### src/rtl/core/mmd_pkg.sv
// Package for the MIDI message decoder: field widths, message codes and the
// result record held in the output register. No dependencies.
`default_nettype none

package mmd_pkg;

  localparam int unsigned ByteW  = 8;
  localparam int unsigned LenW   = 2;
  localparam int unsigned ChanW  = 4;
  localparam int unsigned PitchW = 15;

  // Message codes as they appear on the message field of a result.
  localparam logic [ByteW-1:0] MsgNoteOff         = 8'h08;
  localparam logic [ByteW-1:0] MsgNoteOn          = 8'h09;
  localparam logic [ByteW-1:0] MsgPolyAftertouch  = 8'h0A;
  localparam logic [ByteW-1:0] MsgControlChange   = 8'h0B;
  localparam logic [ByteW-1:0] MsgProgramChange   = 8'h0C;
  localparam logic [ByteW-1:0] MsgChannelPressure = 8'h0D;
  localparam logic [ByteW-1:0] MsgPitchBend       = 8'h0E;

  // High nibble of every system status byte.
  localparam logic [3:0] SysNibble = 4'hF;

  typedef struct packed {
    logic [ChanW-1:0]  channel;
    logic [ByteW-1:0]  message;
    logic [PitchW-1:0] pitch;
    logic [ByteW-1:0]  velocity;
    logic [ByteW-1:0]  pressure;
    logic [ByteW-1:0]  controller_number;
    logic [ByteW-1:0]  controller_value;
    logic [ByteW-1:0]  instrument;
  } mmd_result_t;

endpackage

`default_nettype wire

### src/rtl/core/mmd_in_if.sv
// Packet channel of the MIDI message decoder: valid/ready and the packet bytes.
// Depends on mmd_pkg for the field widths.
`default_nettype none

interface mmd_in_if;
  logic                        valid;
  logic                        ready;
  logic [mmd_pkg::ByteW-1:0]   first_byte;
  logic [mmd_pkg::ByteW-1:0]   second_byte;
  logic [mmd_pkg::ByteW-1:0]   third_byte;
  logic [mmd_pkg::LenW-1:0]    packet_length;

  modport source (output valid, first_byte, second_byte, third_byte, packet_length,
                  input ready);
  modport sink (input valid, first_byte, second_byte, third_byte, packet_length,
                output ready);
  modport monitor (input valid, ready, first_byte, second_byte, third_byte,
                   packet_length);
endinterface

`default_nettype wire

### src/rtl/core/mmd_out_if.sv
// Event channel of the MIDI message decoder: valid/ready and the decoded fields.
// Depends on mmd_pkg for the field widths.
`default_nettype none

interface mmd_out_if;
  logic                        valid;
  logic                        ready;
  logic [mmd_pkg::ChanW-1:0]   channel;
  logic [mmd_pkg::ByteW-1:0]   message;
  logic [mmd_pkg::PitchW-1:0]  pitch;
  logic [mmd_pkg::ByteW-1:0]   velocity;
  logic [mmd_pkg::ByteW-1:0]   pressure;
  logic [mmd_pkg::ByteW-1:0]   controller_number;
  logic [mmd_pkg::ByteW-1:0]   controller_value;
  logic [mmd_pkg::ByteW-1:0]   instrument;

  modport source (output valid, channel, message, pitch, velocity, pressure,
                  controller_number, controller_value, instrument,
                  input ready);
  modport sink (input valid, channel, message, pitch, velocity, pressure,
                controller_number, controller_value, instrument,
                output ready);
  modport monitor (input valid, ready, channel, message, pitch, velocity, pressure,
                   controller_number, controller_value, instrument);
endinterface

`default_nettype wire

### src/rtl/core/midi_message_decoder_unit.sv
// MIDI message decoder top level: running-status register, decode logic and
// output register. Depends on mmd_pkg, mmd_in_if and mmd_out_if.
//
// Usage:
//   in_i carries one MIDI packet per beat: up to three bytes and the number
//   of valid bytes. out_o carries one decoded event per packet beat, in
//   packet order. A beat moves at a rising clk_i edge with valid and ready
//   both high.
//   The decode is a single combinational pass from the accepted packet and
//   the stored running status into the output register, so an event appears
//   on out_o in the cycle after its packet is taken. With the receiver ready,
//   one packet is taken in every cycle; the single output register sets that
//   figure.
//   A status byte in a packet updates the running status at the edge that
//   takes the packet, so the next packet, even in the following cycle,
//   already sees it.
//   When the receiver stalls, the event holds on out_o and in_i.ready stays
//   high only while the output register is empty; a packet is taken in the
//   same cycle as the held event leaves.
//   rst_ni (asynchronous, active low) empties the output register and clears
//   the running status to zero.
`default_nettype none

module midi_message_decoder_unit (
  input  wire logic  clk_i,
  input  wire logic  rst_ni,
  mmd_in_if.sink     in_i,
  mmd_out_if.source  out_o
);
  import mmd_pkg::*;

  logic              in_fire;
  logic              out_valid_q;
  mmd_result_t       res_q;
  mmd_result_t       res_d;
  logic [ByteW-1:0]  rs_q;
  logic [ByteW-1:0]  rs_d;

  logic              is_data;
  logic              is_sys;
  logic              has_any;
  logic              have_one;
  logic              have_two;
  logic [ByteW-1:0]  par0;
  logic [ByteW-1:0]  par1;
  logic [ByteW-1:0]  msg;

  assign in_i.ready = !out_valid_q || out_o.ready;
  assign in_fire    = in_i.valid && in_i.ready;

  always_comb begin
    has_any = (in_i.packet_length != '0);
    is_sys  = (in_i.first_byte[7:4] == SysNibble);
    is_data = !in_i.first_byte[7];

    // A data byte in front means running status: parameters start one byte early.
    par0     = is_data ? in_i.first_byte  : in_i.second_byte;
    par1     = is_data ? in_i.second_byte : in_i.third_byte;
    have_one = is_data ? (in_i.packet_length >= 2'd1) : (in_i.packet_length >= 2'd2);
    have_two = is_data ? (in_i.packet_length >= 2'd2) : (in_i.packet_length == 2'd3);

    rs_d = rs_q;
    if (in_fire && has_any && !is_data) begin
      rs_d = in_i.first_byte;
    end

    res_d = '0;
    msg   = '0;
    if (has_any) begin
      if (is_sys) begin
        msg = in_i.first_byte;
      end else if (is_data) begin
        res_d.channel = rs_q[3:0];
        msg           = {4'h0, rs_q[7:4]};
      end else begin
        res_d.channel = in_i.first_byte[3:0];
        msg           = {4'h0, in_i.first_byte[7:4]};
      end
    end

    unique case (msg)
      MsgPolyAftertouch: begin
        if (have_two) begin
          res_d.pitch    = {7'd0, par0};
          res_d.pressure = par1;
        end
      end
      MsgControlChange: begin
        if (have_two) begin
          res_d.controller_number = par0;
          res_d.controller_value  = par1;
        end
      end
      MsgNoteOn, MsgNoteOff: begin
        if (have_two) begin
          res_d.pitch    = {7'd0, par0};
          res_d.velocity = par1;
          if (msg == MsgNoteOn && par1 == '0) begin
            msg = MsgNoteOff;
          end
        end
      end
      MsgPitchBend: begin
        if (have_two) begin
          res_d.pitch = {par1, 7'd0} | {7'd0, par0};
        end
      end
      MsgProgramChange: begin
        if (have_one) begin
          res_d.instrument = par0;
        end
      end
      MsgChannelPressure: begin
        if (have_one) begin
          res_d.pressure = par0;
        end
      end
      default: begin
      end
    endcase
    res_d.message = msg;
  end

  always_ff @(posedge clk_i or negedge rst_ni) begin
    if (!rst_ni) begin
      out_valid_q <= 1'b0;
      rs_q        <= '0;
    end else begin
      rs_q <= rs_d;
      if (in_fire) begin
        out_valid_q <= 1'b1;
      end else if (out_o.ready) begin
        out_valid_q <= 1'b0;
      end
    end
  end

  always_ff @(posedge clk_i) begin
    if (in_fire) begin
      res_q <= res_d;
    end
  end

  assign out_o.valid             = out_valid_q;
  assign out_o.channel           = res_q.channel;
  assign out_o.message           = res_q.message;
  assign out_o.pitch             = res_q.pitch;
  assign out_o.velocity          = res_q.velocity;
  assign out_o.pressure          = res_q.pressure;
  assign out_o.controller_number = res_q.controller_number;
  assign out_o.controller_value  = res_q.controller_value;
  assign out_o.instrument        = res_q.instrument;

endmodule

`default_nettype wire

### src/flat_wrapper.sv
// flat-port wrapper written by rule: the top's interface ports become plain ports
module midi_message_decoder_unit_flat import mmd_pkg::*;
  (clk_i, rst_ni, in_i_valid, in_i_first_byte, in_i_second_byte, in_i_third_byte, in_i_packet_length, in_i_ready, out_o_valid, out_o_channel, out_o_message, out_o_pitch, out_o_velocity, out_o_pressure, out_o_controller_number, out_o_controller_value, out_o_instrument, out_o_ready);
  mmd_in_if in_i_i ();
  mmd_out_if out_o_i ();
  input  wire logic clk_i;
  input  wire logic rst_ni;
  input wire logic [$bits(in_i_i.valid)-1:0] in_i_valid;
  input wire logic [$bits(in_i_i.first_byte)-1:0] in_i_first_byte;
  input wire logic [$bits(in_i_i.second_byte)-1:0] in_i_second_byte;
  input wire logic [$bits(in_i_i.third_byte)-1:0] in_i_third_byte;
  input wire logic [$bits(in_i_i.packet_length)-1:0] in_i_packet_length;
  output wire logic [$bits(in_i_i.ready)-1:0] in_i_ready;
  output wire logic [$bits(out_o_i.valid)-1:0] out_o_valid;
  output wire logic [$bits(out_o_i.channel)-1:0] out_o_channel;
  output wire logic [$bits(out_o_i.message)-1:0] out_o_message;
  output wire logic [$bits(out_o_i.pitch)-1:0] out_o_pitch;
  output wire logic [$bits(out_o_i.velocity)-1:0] out_o_velocity;
  output wire logic [$bits(out_o_i.pressure)-1:0] out_o_pressure;
  output wire logic [$bits(out_o_i.controller_number)-1:0] out_o_controller_number;
  output wire logic [$bits(out_o_i.controller_value)-1:0] out_o_controller_value;
  output wire logic [$bits(out_o_i.instrument)-1:0] out_o_instrument;
  input wire logic [$bits(out_o_i.ready)-1:0] out_o_ready;
  assign in_i_i.valid = in_i_valid;
  assign in_i_i.first_byte = in_i_first_byte;
  assign in_i_i.second_byte = in_i_second_byte;
  assign in_i_i.third_byte = in_i_third_byte;
  assign in_i_i.packet_length = in_i_packet_length;
  assign in_i_ready = in_i_i.ready;
  assign out_o_valid = out_o_i.valid;
  assign out_o_channel = out_o_i.channel;
  assign out_o_message = out_o_i.message;
  assign out_o_pitch = out_o_i.pitch;
  assign out_o_velocity = out_o_i.velocity;
  assign out_o_pressure = out_o_i.pressure;
  assign out_o_controller_number = out_o_i.controller_number;
  assign out_o_controller_value = out_o_i.controller_value;
  assign out_o_instrument = out_o_i.instrument;
  assign out_o_i.ready = out_o_ready;
  midi_message_decoder_unit u_core (.clk_i(clk_i), .rst_ni(rst_ni), .in_i(in_i_i), .out_o(out_o_i));
endmodule
### config.mk
export PLATFORM = sky130hd
export DESIGN_NAME = midi_message_decoder_unit_flat
export DESIGN_NICKNAME = d
export VERILOG_FILES = /design/src/rtl/core/mmd_pkg.sv /design/src/rtl/core/mmd_in_if.sv /design/src/rtl/core/mmd_out_if.sv /design/src/rtl/core/midi_message_decoder_unit.sv /design/src/flat_wrapper.sv
export SDC_FILE = /design/constraint.sdc
export NUM_CORES = 1
export LEC_CHECK = 0
export BUFFER_PORTS_ARGS = -buffer_cell sky130_fd_sc_hd__clkbuf_2
export CELL_PAD_IN_SITES_DETAIL_PLACEMENT = 0
export CELL_PAD_IN_SITES_GLOBAL_PLACEMENT = 1
export CORE_MARGIN = 2
export CORE_UTILIZATION = 37
export CTS_CLUSTER_SIZE = 16
export DETAILED_ROUTE_END_ITERATION = 12
export PLACE_DENSITY_LB_ADDON = 0.1
export SLEW_MARGIN = 20
export SYNTH_ARGS = -nofsm -noshare
export SYNTH_HDL_FRONTEND = slang
export SYNTH_SLANG_ARGS = --single-unit
export TNS_END_PERCENT = 50
### constraint.sdc
create_clock -name clk_i -period 3.05 [get_ports clk_i]
set_clock_uncertainty 0.2 [all_clocks]
set_input_delay 0.61 -clock clk_i [delete_from_list [all_inputs] [get_ports clk_i]]
set_output_delay 0.61 -clock clk_i [all_outputs]
set_load 0.03 [all_outputs]
==> Word-level counts from Yosys, hierarchy flattened <==
Index checks and enable logic that the tools add are counted.
{ "totals": {"register_bits": 76, "input_bits": 30, "out_inout_bits": 69, "word_cells": 56} }
{ "classes": {"magnitude_cmp": 2, "eq_ne": 9, "mux": 20, "bitwise_logic": 2, "n_reduce_logical": 13} }
{ "op_table": {"columns": ["operator", "n"], "rows": [
  ["two-way mux 8 bit", 10],
  ["equality test 8 x 4 -> 1 bit, second input constant", 7],
  ["case mux 15 bit (3 select lines)", 1],
  ["two-way mux 16 bit", 1],
  ["case mux 8 bit (2 select lines)", 1],
  ["two-way mux 15 bit", 1],
  ["bitwise OR 15 x 8 -> 15 bit", 1],
  ["logical NOT 8 bit", 1],
  ["two-way mux 4 bit", 2],
  ["equality test 4 bit, second input constant", 1],
  ["logical AND 1 bit", 4],
  ["two-way mux 1 bit", 4],
  ["AND reduction 2 bit", 2],
  ["nonzero test 2 bit", 2],
  ["OR reduction 2 bit", 2],
  ["equality test 2 bit, second input constant", 1],
  ["greater-or-equal comparator 2 x 1 -> 1 bit, second input constant", 1],
  ["greater-or-equal comparator 2 bit, second input constant", 1],
  ["logical NOT 1 bit", 1],
  ["logical OR 1 bit", 1],
  ["inverter 1 bit", 1]
]} }

==> Longest topological paths before layout <==
{ "logic_depth": {"ltp_word": 8, "depth_mapped": 7, "depth_no_buf": 4} }

==> Least setup slack after synthesis <==
Ideal clock, no wire load.
{ "synth_timing": {"path_type": "input -> register", "startpoint": "input port out_o_ready", "endpoint": "register u_core.rs_q[0]", "setup_ns": 0.125, "t_arrival_ns": 3.591, "t_required_ns": 2.725, "slack_ns": -0.867, "cell_stages": 4, "path_buffers": 0, "path_cell_list": "nand2b_1 > and2_1 > nand3_1 > mux2_2"} }
{ "synth_via": {"elab_chain_cells": 4} }
{ "synth_lines": {"columns": ["element", "line_no", "text"], "rows": [
  ["start: declaration", "flat_wrapper.sv:23", "input wire logic [$bits(out_o_i.ready)-1:0] out_o_ready;"],
  ["logical OR 1 bit", "midi_message_decoder_unit.sv:48", "assign in_i.ready = !out_valid_q || out_o.ready;"],
  ["logical AND 1 bit", "midi_message_decoder_unit.sv:49", "assign in_fire = in_i.valid && in_i.ready;"],
  ["via u_core.in_fire", "midi_message_decoder_unit.sv:32", "logic in_fire;"],
  ["logical AND 1 bit (2 in series)", "midi_message_decoder_unit.sv:63", "if (in_fire && has_any && !is_data) begin"],
  ["end signal: assignment", "midi_message_decoder_unit.sv:129", "rs_q <= rs_d;"],
  ["end: declaration", "midi_message_decoder_unit.sv:36", "logic [ByteW-1:0] rs_q;"]
]} }
The timed path passes the listed nets, and every way through them passes these cells.
A chain may end at the register's enable or synchronous reset.

==> impl_metrics.csv <==
group,metric,value,unit
yosys,post_synth_and_or_nand_nor_area_fraction,0.150,
timing,timing.final.hold_violations,0,
floorplan,die_h,101,um
grt,globalRouteOverflowTotal,0,
placed_design,dp_cells,472,
detailed_routing,ant_nets,0,
floorplan,dieWidth,101,um
layout,layoutNonFillerInstCount,488,
clocking,quantity_of_gates_resized_following_cts,0,
grt,grt_usage,0.184,
clocking,tritoncts.num_buffers,9,
placed_design,globalplace.congestion,0.887,
worst_setup_path,critical_path_arrival,2.24,ns
worst_setup_path,critPathKind,"in2reg",
placed_design,place.detailed.hpwl,6400,um
run_status,outcome,"complete, no violations",
yosys,netlist_instances,268,
timing,fin_tns_setup,0,ns
timing,report.final.slew_viol_count,0,
detailed_routing,drtIter0Drc,145,
detailed_routing,route.detailed.drc,0,
detailed_routing,detailroute.via_count,2540,
yosys,synthMuxAreaShare,0.0841,
layout,antenna_cells_inserted,0,
grt,grt_first_pass_wirelength,14000,um
min_path,hold_class,"in2reg",
detailed_routing,post_drt_via_cell_ratio,5.20,
layout,multi_input_gate_area_in_the_final_layout,1090,um2
grt,grt_start_max_net_pins,68,
yosys,synth.cells.most_frequent,"edfxtp_1, nor2_1, mux2i_1",
yosys,synth_warnings,0,
timing,layout_worst_path_cycle_share,0.776,
floorplan,die_area,10100,um2
yosys,synth_top_family_by_area,"simple AND/OR/NAND/NOR gates",
placed_design,place.port_buffers,98,
clocking,clk_transition_reported_paths,0.08,ns
layout,seq_area,2240,um2
yosys,ys_async_sr_fraction,0.118,
floorplan,core_area,9150,um2
grt,number_of_antenna_violations_at_the_first_check_in_global_routing,0,
floorplan,io_pins,99,
layout,final.fill_count,872,
layout,syn_to_final_growth,23.8,%
detailed_routing,firstDrtPassIters,5,
job,drv_cap,0,
yosys,ys.flop_type,"edfxtp_1",
yosys,netlist.top_cell.by_area,"edfxtp_1",
worst_setup_path,critical_path.endpoint_type,"flop",
yosys,synth_xor_area_frac,0,
floorplan,initial_core_util,0.377,
detailed_routing,route.detailed.wl_per_inst,18.1,um
yosys,synth-compound-area-share,0.0826,
yosys,postSynthRegisterBits,76,
clocking,cts.path.max_buffers,2,
yosys,synth_enable_flop_cells,67,
worst_setup_path,critical_path_launch_point_type,"primary input",
yosys,synth_fp_nets,298,
layout,layout-drive-gt1-share,0.371,
clocking,clock_tree_sinks,76,
clocking,post-cts-setup-buffers,0,
clocking,cts_htree_levels,3,
timing,slew_headroom,0.467,
yosys,synth_area_leaders,"edfxtp_1, dfrtp_1, mux2i_1",
clocking,root_buffer,"clkbuf_8",
yosys,yosys.cell_count.top_type,"edfxtp_1",
yosys,number_of_different_library_cells_in_the_post_synthesis_netlist,43,
timing,timing.final.crit_period,2.37,ns
grt,first_global_vias,2569,
power,finalPower,2.42,mW
timing,fmax,0.422,GHz
worst_setup_path,critPathRequiredTime,2.92,ns
power,ir_drop,0.224,mV
timing,worstMarginPinSlew,0.799,ns
clocking,clkLatencyLatePin,0.35,ns
yosys,synth_fa_ha_area_frac,0,
worst_setup_path,crit_path_max_fo,11,
power,areal_power_density_over_the_cells,567,nW/um2
yosys,syn_area_per_cell,12.9,um2
detailed_routing,drt-total-wl,8840,um
yosys,yosysSeqAreaShare,0.648,
yosys,netlist.area_leader.share,0.583,
clocking,cts_tree,"built",
timing,setup_violations,0,
power,static-leakage-power,1.83,nW
yosys,synthesis.area,3450,um2
timing,grt_setup_unrepaired,"no",
layout,design.final.nets,403,
floorplan,std_cell_rows,35,
per-stage QoR:
step / cell area (um2) / util / hold WS [ns] / setup slack, ns
2_1_floorplan: 3450 / - / 0.114 / 0.0116
3_3_place_gp: 4090 / 0.446 / 0.280 / 0.412
3_5_place_dp: 4090 / 0.446 / 0.289 / 0.385
4_1_cts: 4280 / 0.467 / 0.260 / 0.768
5_1_grt: 4280 / 0.467 / 0.287 / 0.588
6_report: 4280 / 0.467 / 0.267 / 0.682
state kept, by name (all words and copies together), names as in the netlist:
signal,flops
u_core.out_o.velocity,8
u_core.out_o.pressure,8
u_core.out_o.channel,4
u_core.out_o.message,8
u_core.out_o.controller_number,8
u_core.out_o.instrument,8
u_core.out_o.valid,1
u_core.out_o.pitch,15
u_core.rs_q,8
u_core.out_o.controller_value,8
power by group:
part	internal [mW]	switching [mW]	total, mW
clock	0.371	0.366	0.737
combinational	0.135	0.304	0.439
sequential	1.22	0.0304	1.25
cell usage in the layout (no fill, tap or decap), types with 2 or more instances in the layout:
cell / synthesis / routed
a21oi_1: 10 / 10
a22oi_1: 2 / 2
and3_1: 5 / 5
and4_1: 2 / 2
buf_4: 0 / 6
clkbuf_2: 0 / 98
clkbuf_8: 0 / 9
clkinv_2: 0 / 2
dfrtp_1: 9 / 9
edfxtp_1: 67 / 67
inv_1: 16 / 16
mux2_2: 8 / 8
mux2i_1: 20 / 20
nand2_1: 10 / 10
nand2b_1: 4 / 4
nand3_1: 14 / 14
nand4_1: 2 / 2
nor2_1: 45 / 45
nor3_2: 7 / 7
nor4_1: 3 / 3
o221ai_1: 6 / 6
o22ai_1: 3 / 3
or3b_1: 2 / 2
path summary, 6_finish.rpt:
| path | from | to | slack, ns | cells past startpoint |
|---|---|---|---|---|
| worst min-delay path | in_i_valid | u_core.out_o.valid$_DFFE_PN0P_ | 0.27 | 2 |
| worst max register to register | u_core.rs_q[5]$_DFFE_PN0P_ | u_core.out_o.pressure[0]$_DFFE_PP_ | 0.88 | 5 |
| min in group asynchronous | rst_ni | u_core.rs_q[1]$_DFFE_PN0P_ | 0.45 | 2 |
| worst max-delay path | in_i_packet_length[1] | u_core.out_o.pressure[0]$_DFFE_PP_ | 0.68 | 6 |
| max in group asynchronous | rst_ni | u_core.rs_q[4]$_DFFE_PN0P_ | 2.00 | 2 |
| worst min register to register | u_core.rs_q[2]$_DFFE_PN0P_ | u_core.rs_q[2]$_DFFE_PN0P_ | 0.31 | 1 |
per-layer routing:
layer	vias up	track usage	routed length (um)
met3	11	0.0451	480
li1	1211	-	-
met5	-	0	0
met2	97	0.288	4110
met4	0	0.0516	95
met1	1221	0.256	4150
layout make-up:
class                           count  share of cell area
Inverter                           16              0.0140
Tap cell                          111              0.0325
Timing Repair Buffer              106               0.132
Multi-Input combinational cell    164               0.256
Clock buffer                       10              0.0299
Sequential cell                    76               0.523
Clock inverter                      5              0.0123
timing repair:
item	CTS	global route
endpoints found under the hold margin	9	0
setup endpoints to repair	0	0
hold buffers	1	0
cells by family after synthesis:
logic type	Yosys count
and+or+nand+nor	101
buffers and inverters	28
muxes	28
AOI/OAI and AO/OA	35
DFF	76
worst max-delay path, stage by stage:
cell	delay, ns
clkbuf_2	0.21
or2_0	0.33
a22oi_4	0.13
buf_4	0.18
a22oi_1	0.55
o221ai_1	0.22
(Power assumes the default switching activity.)
